--- src/rtl/adaptive_morse_decoder_assert.svh ---
// Assertion macros for the adaptive Morse decoder.
`ifndef ADAPTIVE_MORSE_DECODER_ASSERT_SVH
`define ADAPTIVE_MORSE_DECODER_ASSERT_SVH

`ifndef SYNTHESIS

// Checks that cond holds at every clock edge outside reset.
`define AMDEC_ASSERT(lbl, cond, msg) \
  lbl: assert property (@(posedge clk) disable iff (!rst_n) (cond)) else $error(msg);

// Checks that cons holds in the cycle after ante.
`define AMDEC_ASSERT_NEXT(lbl, ante, cons, msg) \
  lbl: assert property (@(posedge clk) disable iff (!rst_n) (ante) |=> (cons)) \
    else $error(msg);

`else

`define AMDEC_ASSERT(lbl, cond, msg)
`define AMDEC_ASSERT_NEXT(lbl, ante, cons, msg)

`endif

`endif

--- src/rtl/amdec_pkg.sv ---
// Shared types, constants and lookup functions of the adaptive Morse decoder.
`default_nettype none

package amdec_pkg;

  localparam int TIME_W    = 32;
  localparam int CODE_W    = 16;
  localparam int CHAR_W    = 8;
  localparam int CFG_W     = 16;
  localparam int CFG_IDX_W = 1;

  // Configuration register indexes.
  localparam logic [CFG_IDX_W-1:0] CFG_DIT_THR = 1'd0;
  localparam logic [CFG_IDX_W-1:0] CFG_AVG_DAH = 1'd1;

  // Register values after reset.
  localparam logic [CFG_W-1:0] DIT_THR_RST = 16'd3;
  localparam logic [CFG_W-1:0] AVG_DAH_RST = 16'd15;

  localparam logic [CHAR_W-1:0] CHAR_UNKNOWN = "#";

  // One input beat held in the input register.
  typedef struct packed {
    logic              valid;
    logic              tone;
    logic [TIME_W-1:0] time_ms;
  } amdec_item_t;

  // One result beat on its way to the output register.
  typedef struct packed {
    logic              valid;
    logic              space;
    logic              chr;
    logic [CHAR_W-1:0] code;
  } amdec_res_t;

  // Letters and digits, indexed by the code with its leading start bit.
  localparam logic [CHAR_W-1:0] CHAR_TABLE [64] = '{
    "#", "#", "T", "E", "M", "N", "A", "I", "O", "G", "K", "D", "W", "R", "U", "S",
    "#", "#", "Q", "Z", "Y", "C", "X", "B", "J", "P", "#", "L", "#", "F", "V", "H",
    "0", "9", "#", "8", "#", "#", "#", "7", "#", "#", "#", "#", "#", "/", "-", "6",
    "1", "#", "#", "#", "#", "#", "#", "#", "2", "#", "#", "#", "3", "#", "4", "5"
  };

  // Maps a finished code to ASCII; long codes go through the punctuation list.
  function automatic logic [CHAR_W-1:0] char_lookup(input logic [CODE_W-1:0] code);
    logic [CHAR_W-1:0] c;
    c = CHAR_UNKNOWN;
    if (code > CODE_W'(63)) begin
      case (code)
        16'd71:  c = ":";
        16'd76:  c = ",";
        16'd84:  c = "!";
        16'd94:  c = "-";
        16'd97:  c = 8'd39;
        16'd101: c = "@";
        16'd106: c = ".";
        16'd115: c = "?";
        16'd246: c = "$";
        16'd122: c = "k";
        default: c = CHAR_UNKNOWN;
      endcase
    end else begin
      c = CHAR_TABLE[code[5:0]];
    end
    return c;
  endfunction

  // Unsigned divide by three through a reciprocal multiply.
  function automatic logic [TIME_W-2:0] div3(input logic [TIME_W-1:0] a);
    logic [2*TIME_W-1:0] p;
    p = {{TIME_W{1'b0}}, a} * 64'h0000_0000_AAAA_AAAB;
    return p[2*TIME_W-1:TIME_W+1];
  endfunction

endpackage

`default_nettype wire

--- src/rtl/adaptive_morse_decoder.sv ---
// A beat waits in the input register; its result is registered in the output register for the out_ ports.
// Throughput: one input beat per cycle while the result side keeps taking beats; a result
// held under out_stall keeps the next beat in the input register and stalls the input.
// Reset (rst_n low, synchronous): threshold 3 ms, dah average 15 ms, timers
// clear, no element pending, character and word space idle; no result is held.
`default_nettype none

`include "adaptive_morse_decoder_assert.svh"

module adaptive_morse_decoder (
  input  logic                            clk,
  input  logic                            rst_n,
  // Tone samples.
  input  logic                            in_valid,
  output logic                            in_stall,
  input  logic                            in_tone,
  input  logic [amdec_pkg::TIME_W-1:0]    in_time_ms,
  // Decoded characters and word spaces.
  output logic                            out_valid,
  input  logic                            out_stall,
  output logic                            out_space_valid,
  output logic                            out_char_valid,
  output logic [amdec_pkg::CHAR_W-1:0]    out_char_code,
  // Register writes.
  input  logic                            cfg_valid,
  output logic                            cfg_ready,
  input  logic [amdec_pkg::CFG_IDX_W-1:0] cfg_index,
  input  logic [amdec_pkg::CFG_W-1:0]     cfg_data
);
  import amdec_pkg::*;

  amdec_item_t item;
  amdec_res_t  res;
  logic        out_free;
  logic        fire;

  // Register writes are always taken, so the port never pushes back.
  assign cfg_ready = 1'b1;

  // The held beat is processed whenever the output register can take its
  // result. Beats that cause no result still move on at this point.
  assign fire = item.valid && out_free;

  amdec_in_stage u_in (
    .clk        (clk),
    .rst_n      (rst_n),
    .in_valid   (in_valid),
    .in_stall   (in_stall),
    .in_tone    (in_tone),
    .in_time_ms (in_time_ms),
    .out_free   (out_free),
    .item       (item)
  );

  // All per-beat work is here: span timing, bounce rejection, dit or dah
  // classification with the adaptive threshold, and the character lookup.
  // After a dah the new threshold is divided out in the next cycle; the key-up
  // tests of the dah's own cycle and of the division's cycle work from the running average instead.
  amdec_core u_core (
    .clk       (clk),
    .rst_n     (rst_n),
    .item      (item),
    .fire      (fire),
    .cfg_valid (cfg_valid && cfg_ready),
    .cfg_index (cfg_index),
    .cfg_data  (cfg_data),
    .res       (res)
  );

  amdec_out_stage u_out (
    .clk             (clk),
    .rst_n           (rst_n),
    .res             (res),
    .out_free        (out_free),
    .out_valid       (out_valid),
    .out_stall       (out_stall),
    .out_space_valid (out_space_valid),
    .out_char_valid  (out_char_valid),
    .out_char_code   (out_char_code)
  );

  // A result beat always carries a space or a character.
  `AMDEC_ASSERT(a_res_has_flag, !out_valid || out_space_valid || out_char_valid, "empty result beat")

  // A beat without a character carries a zero code.
  `AMDEC_ASSERT(a_code_zero, !(out_valid && !out_char_valid) || (out_char_code == '0), "stray code")

  // A key-down beat never produces a result.
  `AMDEC_ASSERT_NEXT(a_tone_silent, fire && item.tone, !out_valid, "result from key-down beat")

endmodule

`default_nettype wire

--- src/rtl/amdec_in_stage.sv ---
// Input register of the adaptive Morse decoder.
`default_nettype none

module amdec_in_stage (
  input  logic                         clk,
  input  logic                         rst_n,
  input  logic                         in_valid,
  output logic                         in_stall,
  input  logic                         in_tone,
  input  logic [amdec_pkg::TIME_W-1:0] in_time_ms,
  input  logic                         out_free,
  output amdec_pkg::amdec_item_t       item
);
  import amdec_pkg::*;

  logic              valid_r;
  logic              tone_r;
  logic [TIME_W-1:0] time_r;

  // The held beat only waits when the output register cannot take its result.
  assign in_stall = valid_r && !out_free;

  always_ff @(posedge clk) begin
    if (!rst_n) begin
      valid_r <= 1'b0;
    end else if (!in_stall) begin
      valid_r <= in_valid;
    end
  end

  always_ff @(posedge clk) begin
    if (in_valid && !in_stall) begin
      tone_r <= in_tone;
      time_r <= in_time_ms;
    end
  end

  assign item = '{valid: valid_r, tone: tone_r, time_ms: time_r};

endmodule

`default_nettype wire

--- src/rtl/amdec_core.sv ---
// Timing state, element classifier and character decoder.
`default_nettype none

module amdec_core (
  input  logic                            clk,
  input  logic                            rst_n,
  input  amdec_pkg::amdec_item_t          item,
  input  logic                            fire,
  input  logic                            cfg_valid,
  input  logic [amdec_pkg::CFG_IDX_W-1:0] cfg_index,
  input  logic [amdec_pkg::CFG_W-1:0]     cfg_data,
  output amdec_pkg::amdec_res_t           res
);
  import amdec_pkg::*;

  logic [TIME_W-1:0] thr_r, thr_nxt;
  logic [TIME_W-1:0] avg_r, avg_nxt;
  logic [TIME_W-1:0] down_start_r, down_start_nxt;
  logic [TIME_W-1:0] up_start_r, up_start_nxt;
  logic [TIME_W-1:0] down_len_r, down_len_nxt;
  logic              elem_pend_r, elem_pend_nxt;
  logic              char_idle_r, char_idle_nxt;
  logic              space_given_r, space_given_nxt;
  logic [CODE_W-1:0] code_r, code_nxt;
  logic              thr_pend_r, thr_pend_nxt;

  logic [TIME_W-1:0] now, up_start_eff, up, dl_eff, avg_new, avg_sel, half_up;
  logic [TIME_W+1:0] dl3, tri_up;
  logic [TIME_W:0]   avg_sum, up_inc;
  logic              cls, dit, dah, up_gt_thr, sp, ch;
  logic [CODE_W-1:0] code_cls;

  always_comb begin
    now          = item.time_ms;
    up_start_eff = (up_start_r == '0) ? now : up_start_r;
    up           = now - up_start_eff;
    dl_eff       = (down_start_r != '0) ? (now - down_start_r) : down_len_r;
    // The element counts when its length reaches a third of the threshold, rounded down.
    dl3      = {2'b00, dl_eff} + {1'b0, dl_eff, 1'b0} + (TIME_W+2)'(3);
    cls      = !elem_pend_r && (dl3 > {2'b00, thr_r});
    dit      = dl_eff < thr_r;
    dah      = cls && !dit;
    avg_sum  = {1'b0, dl_eff} + {1'b0, avg_r};
    avg_new  = avg_sum[TIME_W:1];
    avg_sel  = dah ? avg_new : avg_r;
    code_cls = cls ? {code_r[CODE_W-2:0], dit} : code_r;
    // While the threshold is two thirds of an average not yet divided out,
    // up > 2*floor(avg/3) is tested as avg < 3*ceil(up/2).
    up_inc   = {1'b0, up} + (TIME_W+1)'(1);
    half_up  = up_inc[TIME_W:1];
    tri_up   = {2'b00, half_up} + {1'b0, half_up, 1'b0};
    up_gt_thr = (dah || thr_pend_r) ? ({2'b00, avg_sel} < tri_up) : (up > thr_r);
    sp = ({1'b0, up} > {avg_r, 1'b0}) && !space_given_r;
    ch = !char_idle_r && up_gt_thr;
  end

  always_comb begin
    thr_nxt         = thr_r;
    avg_nxt         = avg_r;
    down_start_nxt  = down_start_r;
    up_start_nxt    = up_start_r;
    down_len_nxt    = down_len_r;
    elem_pend_nxt   = elem_pend_r;
    char_idle_nxt   = char_idle_r;
    space_given_nxt = space_given_r;
    code_nxt        = code_r;
    thr_pend_nxt    = 1'b0;

    // A dah leaves the new threshold to be divided out in the next cycle.
    if (thr_pend_r) begin
      thr_nxt = {div3(avg_r), 1'b0};
    end

    if (fire) begin
      if (item.tone) begin
        up_start_nxt  = '0;
        if (down_start_r == '0) begin
          down_start_nxt = now;
        end
        char_idle_nxt = 1'b0;
        elem_pend_nxt = 1'b0;
        if (code_r == '0) begin
          code_nxt = CODE_W'(1);
        end
      end else begin
        up_start_nxt   = up_start_eff;
        down_start_nxt = '0;
        down_len_nxt   = char_idle_r ? dl_eff : '0;
        elem_pend_nxt  = elem_pend_r || cls;
        code_nxt       = code_cls;
        avg_nxt        = avg_sel;
        thr_pend_nxt   = dah;
        if (sp) begin
          space_given_nxt = 1'b1;
        end
        if (ch) begin
          space_given_nxt = 1'b0;
          char_idle_nxt   = 1'b1;
          code_nxt        = '0;
        end
      end
    end

    if (cfg_valid && (cfg_index == CFG_DIT_THR)) begin
      thr_nxt = {{(TIME_W-CFG_W){1'b0}}, cfg_data};
    end
    if (cfg_valid && (cfg_index == CFG_AVG_DAH)) begin
      avg_nxt = {{(TIME_W-CFG_W){1'b0}}, cfg_data};
    end
  end

  always_ff @(posedge clk) begin
    if (!rst_n) begin
      thr_r         <= {{(TIME_W-CFG_W){1'b0}}, DIT_THR_RST};
      avg_r         <= {{(TIME_W-CFG_W){1'b0}}, AVG_DAH_RST};
      down_start_r  <= '0;
      up_start_r    <= '0;
      down_len_r    <= '0;
      elem_pend_r   <= 1'b0;
      char_idle_r   <= 1'b1;
      space_given_r <= 1'b1;
      code_r        <= '0;
      thr_pend_r    <= 1'b0;
    end else begin
      thr_r         <= thr_nxt;
      avg_r         <= avg_nxt;
      down_start_r  <= down_start_nxt;
      up_start_r    <= up_start_nxt;
      down_len_r    <= down_len_nxt;
      elem_pend_r   <= elem_pend_nxt;
      char_idle_r   <= char_idle_nxt;
      space_given_r <= space_given_nxt;
      code_r        <= code_nxt;
      thr_pend_r    <= thr_pend_nxt;
    end
  end

  assign res = '{
    valid: item.valid && !item.tone && (sp || ch),
    space: sp,
    chr:   ch,
    code:  ch ? char_lookup(code_cls) : '0
  };

endmodule

`default_nettype wire

--- src/rtl/amdec_out_stage.sv ---
// Output register of the adaptive Morse decoder.
`default_nettype none

module amdec_out_stage (
  input  logic                         clk,
  input  logic                         rst_n,
  input  amdec_pkg::amdec_res_t        res,
  output logic                         out_free,
  output logic                         out_valid,
  input  logic                         out_stall,
  output logic                         out_space_valid,
  output logic                         out_char_valid,
  output logic [amdec_pkg::CHAR_W-1:0] out_char_code
);
  import amdec_pkg::*;

  logic              valid_r;
  logic              space_r;
  logic              chr_r;
  logic [CHAR_W-1:0] code_r;

  assign out_free = !valid_r || !out_stall;

  always_ff @(posedge clk) begin
    if (!rst_n) begin
      valid_r <= 1'b0;
    end else if (out_free) begin
      valid_r <= res.valid;
    end
  end

  always_ff @(posedge clk) begin
    if (out_free && res.valid) begin
      space_r <= res.space;
      chr_r   <= res.chr;
      code_r  <= res.code;
    end
  end

  assign out_valid       = valid_r;
  assign out_space_valid = space_r;
  assign out_char_valid  = chr_r;
  assign out_char_code   = code_r;

endmodule

`default_nettype wire

--- config.mk ---
export PLATFORM = sky130hd
export DESIGN_NAME = adaptive_morse_decoder
export DESIGN_NICKNAME = d
export VERILOG_FILES = /design/src/rtl/amdec_pkg.sv /design/src/rtl/adaptive_morse_decoder.sv /design/src/rtl/amdec_in_stage.sv /design/src/rtl/amdec_core.sv /design/src/rtl/amdec_out_stage.sv
export VERILOG_INCLUDE_DIRS = /design/src /design/src/rtl
export SDC_FILE = /design/constraint.sdc
export NUM_CORES = 2
export LEC_CHECK = 0
export ABC_CLOCK_PERIOD_IN_PS = 11000
export BUFFER_PORTS_ARGS = -buffer_cell sky130_fd_sc_hd__buf_2
export CAP_MARGIN = 20
export CORE_UTILIZATION = 55
export CTS_CLUSTER_DIAMETER = 120
export DETAILED_ROUTE_END_ITERATION = 6
export PLACE_DENSITY = 0.74
export SETUP_SLACK_MARGIN = 0.1
export SYNTH_ARGS = -nofsm -noshare
export SYNTH_HDL_FRONTEND = slang
export SYNTH_SLANG_ARGS = --single-unit
--- constraint.sdc ---
create_clock -name clk -period 11 [get_ports clk]
set_input_delay 1.1 -clock clk [delete_from_list [all_inputs] [get_ports clk]]
set_output_delay 1.1 -clock clk [all_outputs]
set_load 0.02 [all_outputs]
* After elaboration in Yosys (flattened, before gate mapping)
Memory sizes are Yosys's and may differ from the RTL's. Index checks and enable logic that the tools add are counted. Widths: inputs -> output; s select.
Storage, ports and cells: output and inout port bits 13, memories 1, ROM bits 512, flip-flop bits (word level) 225, input bits 55, word-level logic and storage cells 121
Memory list:
- (name not given) | depth 64, bits a word 8, read ports 1, clocked after Yosys merged registers in 0, wr ports 0, RTL line amdec_pkg.sv:64 | c = CHAR_TABLE[code[5:0]];
Cells by class: equal/unequal tests 13, bitwise operators 5, reductions and logical operators 42, add/sub/neg operators 7, muxes and demuxes 26, order comparisons 7, $mul 1
Operators by type and width (number):
- $mux 32 | 7
- $eq 16x7->1 const B | 9
- $mux 16 | 9
- $pmux 7 s10 | 1
- $add 32x33->34 | 2
- $logic_not 32->1 | 2
- $mul 32x32->64 const B | 1
- $sub 32x32->32 | 2
- $add 34x2->34 const B | 1
- $gt 34x32->1 | 1
- $lt 32x34->1 | 1
- $add 32x1->33 const B | 1
- $add 32x32->33 | 1
- $gt 32x33->1 | 1
- $gt 32x32->1 | 1
- $lt 32x32->1 | 1
- $reduce_bool 32->1 | 1
- $mux 8 | 3
- $eq 16x8->1 const B | 1
- $gt 16x6->1 const B | 1
- $logic_not 16->1 | 1
- $logic_and 1x1->1 | 12
- $reduce_and 2->1 | 5
- $logic_not 1->1 | 9
- other kinds (10) | 27

* Depth between registers and ports, before layout
word-level depth 14, mapped depth 56, gate-level depth less buffers 53

* Hierarchy
A second synthesis with hierarchy kept.
Second synthesis, totals: cells, all modules 4302, area, all modules 37871.3 um^2
Modules (own cells, without submodules):
- amdec_core | cells each 4245, area each 36458.7 um^2, instances 1
- amdec_in_stage | cells each 39, area each 1053.5 um^2, instances 1
- amdec_out_stage | cells each 15, area each 341.6 um^2, instances 1
- adaptive_morse_decoder | cells each 3, area each 17.5 um^2, instances 1

* Least setup slack after synthesis
Ideal clock, no wire load.
kind reg2reg, from register u_in.time_r[0], to register u_out.code_r[0], in the netlist u_out.out_char_code[0], enable pin, library setup time 329 ps, path buffers 1, period minus slack after synthesis 10413 ps, arrival 10084 ps, cell stages (with the launch flop) 53, setup slack 587 ps, path through edfxtp_1 > inv_1 > ha_1 > fa_1 > nor2b_1 > o21ai_0 > a21boi_0 > o21ai_0 > a21oi_1 > a21oi_1 > nor2b_1 > o21ai_0 > a221oi_1 > a21o_1 > ha_1 > ha_1 > a21o_1 > a211oi_1 > (+17 left out) > a311o_1 > clkbuf_1 > nand2_1 > o31ai_1 > ha_1 > a21o_1 > a21o_1 > a2111oi_0 > nor4_1 > o311a_1 > nor2_1 > and4b_1 > nand2_1 > mux2i_1 > o311ai_2 > nand3_2 > o21ai_0 > inv_1
On the way: cells in the longest elaborated chain, start to end 14, elaborated cells on any way between the ends 25
RTL lines:
- start: declaration | RTL line amdec_in_stage.sv:18 | logic [TIME_W-1:0] time_r;
- start signal: assignment | RTL line amdec_in_stage.sv:34 | time_r <= in_time_ms;
- $sub 32x32->32 | RTL line amdec_core.sv:37 | dl_eff = (down_start_r != '0) ? (now - down_start_r) : down_len_r;
- $mux 32 | RTL line amdec_core.sv:37
- $add 32x33->34 | RTL line amdec_core.sv:39 | dl3 = {2'b00, dl_eff} + {1'b0, dl_eff, 1'b0} + (TIME_W+2)'(3);
- $add 34x2->34 | RTL line amdec_core.sv:39
- $gt 34x32->1 | RTL line amdec_core.sv:40 | cls = !elem_pend_r && (dl3 > {2'b00, thr_r});
- $logic_and 1x1->1 | RTL line amdec_core.sv:40
- $logic_and 1x1->1 | RTL line amdec_core.sv:42 | dah = cls && !dit;
- $mux 32 | RTL line amdec_core.sv:45 | avg_sel = dah ? avg_new : avg_r;
- $lt 32x34->1 | RTL line amdec_core.sv:52 | up_gt_thr = (dah || thr_pend_r) ? ({2'b00, avg_sel} < tri_up) : (up > thr_r);
- $mux 1 | RTL line amdec_core.sv:52
- $logic_and 1x1->1 | RTL line amdec_core.sv:54 | ch = !char_idle_r && up_gt_thr;
- $logic_or 1x1->1 (*) | RTL line amdec_core.sv:139 | valid: item.valid && !item.tone && (sp || ch),
- $logic_and 1x1->1 (*) | RTL line amdec_core.sv:139
- $logic_and 1x1->1 (*) | RTL line amdec_out_stage.sv:33 | if (out_free && res.valid) begin
- end signal: assignment | RTL line amdec_out_stage.sv:36 | code_r <= res.code;
- end: declaration | RTL line amdec_out_stage.sv:20 | logic [CHAR_W-1:0] code_r;
Mark *: on every way between the ends. The rest lies on a longest branch, timed or not. A chain may end at the register's enable or synchronous reset.

* Final worst setup path
from register u_core.down_start_r[24], to register u_core.code_r[8]
On the way: cells in the longest elaborated chain, start to end 13, elaborated cells on any way between the ends 19
RTL lines:
- start: declaration | RTL line amdec_core.sv:18 | logic [TIME_W-1:0] down_start_r, down_start_nxt;
- start signal: assignment | RTL line amdec_core.sv:127 | down_start_r <= down_start_nxt;
- $sub 32x32->32 or $reduce_bool 32->1 (tied branches) | RTL line amdec_core.sv:37
- $mux 32 (*) | RTL line amdec_core.sv:37
- $add 32x33->34 | RTL line amdec_core.sv:39
- $add 34x2->34 | RTL line amdec_core.sv:39
- $gt 34x32->1 | RTL line amdec_core.sv:40
- $logic_and 1x1->1 | RTL line amdec_core.sv:40
- $logic_and 1x1->1 | RTL line amdec_core.sv:42
- $mux 32 | RTL line amdec_core.sv:45
- $lt 32x34->1 | RTL line amdec_core.sv:52
- $mux 1 | RTL line amdec_core.sv:52
- $logic_and 1x1->1 | RTL line amdec_core.sv:54
- $mux 16 (*) | RTL line amdec_core.sv:96 | if (ch) begin
- $mux 16 (*) | RTL line amdec_core.sv:75 | if (item.tone) begin
- end signal: assignment | RTL line amdec_core.sv:133 | code_r <= code_nxt;
- end: declaration | RTL line amdec_core.sv:24 | logic [CODE_W-1:0] code_r, code_nxt;
Marks and branches as above.

==> results.tsv <==
stage	metric	value	unit
floorplanning	Die Y	265	µm
sta	Slew Limit Fails	0	
drt	DRT Pass-1 Iters	6	
layout	Fillers	6026	
sta	Setup-failing EPs final	0	
clock_network	clock buffer depth	3	
critical_path	Data required, critical path	11.46	ns
floorplanning	initial core utilization	55.7	%
synthesis	library cells used by synthesis	103	
critical_path	critical path arrival	10.92	ns
critical_path	Max FO, Critical Path	7	
floorplanning	num rows	96	
grt	largest net degree at the start of global routing	52	
grt	first-pass GRT wire length	183	mm
grt	initial antenna violation count	2	
synthesis	Synth Flop Type	dfxtp_1	
clock_network	clock transition at the registers of the reported paths	0.07	ns
critical_path	CP Class	reg -> reg	
grt	vias in the first global route	31800	
synthesis	Yosys warnings	0	
synthesis	Post-synth EDFFs	42	
hold_path	Worst Hold Class	reg -> reg	
layout	multi-input logic area	30400	µm²
floorplanning	Core Box Area	68600	µm²
sta	RSZ-0062 raised after global routing	no	
sta	Final Critical Period	10.46	ns
grt	total grt overflow	0	
drt	via count	32900	
synthesis	Syn Inst Count	4370	
synthesis	post-synth top area share	22.6	%
synthesis	Post-Syn Nets	5509	
drt	vias per cell	6.03	
status	status	finished clean	
floorplanning	Ports	68	
critical_path	slowest CP cell	nor4_1	
clock_network	Worst-Skew Late Latency	0.57	ns
floorplanning	full die area	70500	µm²
sta	final setup skew	0.0224	ns
synthesis	top post-synthesis cells by area	ha_1 23%, fa_1 21%, dfxtp_1 9.5%	
sta	fin crit share	95.1	%
clock_network	clk root buf	clkbuf_16	
layout	Nets	5640	
placed_design	final estimated routing congestion in global placement	0.991	
sta	Rel. slew slack	29.7	%
clock_network	clock sinks	224	
layout	register area	4900	µm²
synthesis	largest area contributor in the netlist	ha_1	
critical_path	crit path capture type	flop	
placed_design	post-DP HPWL	100	mm
clock_network	Num CTS Buffers	25	
flow_run	max-cap viol count	0	
grt	total track usage	33.9	%
drt	DR DRC count	0	
drt	drt wl/cell	21.8	µm
drt	initial DRC count	3371	
drt	post-route ant nets	0	
clock_network	CTS tree	built	
sta	final hold slack	0.454	ns
synthesis	Synth Register Bits	224	
sta	Slew @ Worst Pin	1.05	ns
synthesis	Seq/Total Area, Yosys	12.8	%
sta	Hold Fails Final Rpt	0	
layout	Layout area overhead	8.41	%
sta	max frequency	0.0956	GHz
sta	Total Neg Setup Slack	0	ns
critical_path	Startpoint Class	flop	
floorplanning	Die W	265	µm
clock_network	H-tree depth	1	
layout	share of layout cells above drive strength 1	7.59	%
synthesis	Cell Area, Synth	38200	µm²
drt	total wire length	119	mm
synthesis	Post-synth ARST share	0	%
critical_path	CP peak stage delay	0.52	ns
placed_design	input/output buffers	65	
synthesis	synthesized area per cell	8.74	µm²
[per-stage QoR]
step                      utilization, %  cells  area (µm²)  setup slack, ns
after global routing                60.3   5450       41400           0.0155
after floorplan                        -   4370       38200            0.587
after CTS                           59.9   5439       41100            0.117
after global placement              58.8   5393       40300           0.0113
after detailed placement            58.8   5393       40300           -0.195
final                               60.4   5451       41400            0.540
[synthesized netlist by cell type (8+ instances only)]
cell	number
o21ai_0	210
and2_1	29
a21boi_0	10
nor3_1	66
and3_1	43
nand4_1	54
nand3_1	78
o21a_1	58
a32o_1	12
nand2b_1	46
nor2_1	283
a31oi_1	30
a2111oi_0	9
o211ai_1	20
xor2_1	67
nand2_1	270
fa_1	393
nor3b_1	8
a211o_1	11
dfxtp_1	182
mux2i_1	45
a21o_1	129
a21oi_1	242
nor2b_1	39
a211oi_1	47
and4_1	11
o2111ai_1	11
inv_1	692
o31ai_1	15
or2_2	11
buf_2	13
mux2_2	11
or3_1	35
clkbuf_1	90
o21bai_1	19
a22oi_1	60
edfxtp_1	42
xnor2_1	94
ha_1	691
nor4_1	31
[repair_timing]
item                                    CTS  global route
buffers inserted                          1             9
endpoints found under the setup margin   35            36
hold buffers                              0             0
gates cloned                              0             2
resized for setup                         2            49
pin swaps                                 1             9
[registers in the layout, summed over array words and instances (netlist names), 7 cells and up]
register and flops:
u_core.avg_r 32, u_core.code_r 16, u_in.time_r 32, u_core.down_len_r 32, u_out.out_char_code 7, u_core.up_start_r 32, u_core.down_start_r 32, u_core.thr_r 32
[layer usage]
| metal | wire [µm] | GRT usage, % |
|---|---|---|
| met4 | 4520 | 11.5 |
| met3 | 13100 | 9.27 |
| met5 | 0 | 0 |
| met2 | 50500 | 50.7 |
| met1 | 50800 | 46.9 |
[final timing paths]
check                                             start                     to  slack [ns]  cells after the start
worst max register to register  u_core.down_start_r[24]       u_core.code_r[8]        0.54                     48
worst min-delay path              u_core.down_len_r[31]  u_core.down_len_r[31]        0.45                      2
worst min register to register    u_core.down_len_r[31]  u_core.down_len_r[31]        0.45                      2
worst max-delay path            u_core.down_start_r[24]       u_core.code_r[8]        0.54                     48
[critical path: cells and delay by family, from the launching register on]
| family | cells | cell delay [ns] |
|---|---|---|
| AO/OA/AOI/OAI | 20 | 4.12 |
| XOR/XNOR | 1 | 0.09 |
| adder cells (fa/ha/maj) | 4 | 1.23 |
| buffers and inverters | 5 | 0.93 |
| flip-flops | 1 | 0.33 |
| multiplexers | 1 | 0.17 |
| AND/OR/NAND/NOR | 17 | 3.47 |
[layout make-up]
cell class	count	area share [%]
antenna	1	0.00605
clock buffer	30	1.68
clock inverter	15	0.224
inverter	695	6.30
multi-input combinational	3341	73.5
sequential	224	11.8
tap	931	2.81
timing repair buffer	214	3.63
[cell usage in the layout (no fill, tap or decap), types with 65 or more instances in the layout]
cell / netlist / final
a21o_1: 129 / 129
a21oi_1: 242 / 238
buf_2: 13 / 65
buf_4: 4 / 142
dfxtp_1: 182 / 182
fa_1: 393 / 392
ha_1: 691 / 691
inv_1: 692 / 692
nand2_1: 270 / 269
nand3_1: 78 / 78
nor2_1: 283 / 277
o21ai_0: 210 / 197
xnor2_1: 94 / 94
xor2_1: 67 / 67
[kinds of logic after synthesis]
| family | count (synthesis) | synth area share [%] |
|---|---|---|
| xor+xnor | 161 | 3.69 |
| compound gates | 995 | 17.3 |
| simple gates | 1042 | 13.4 |
| buf+inv | 806 | 8.01 |
| flops | 224 | 12.8 |
| mux | 56 | 1.50 |
| other cells | 2 | 0.0197 |
| fa+ha+maj | 1084 | 43.2 |
Power is left out: the tool's default activity adds up to more than one toggle a clock period on the data nets, which glitch-free logic cannot reach.
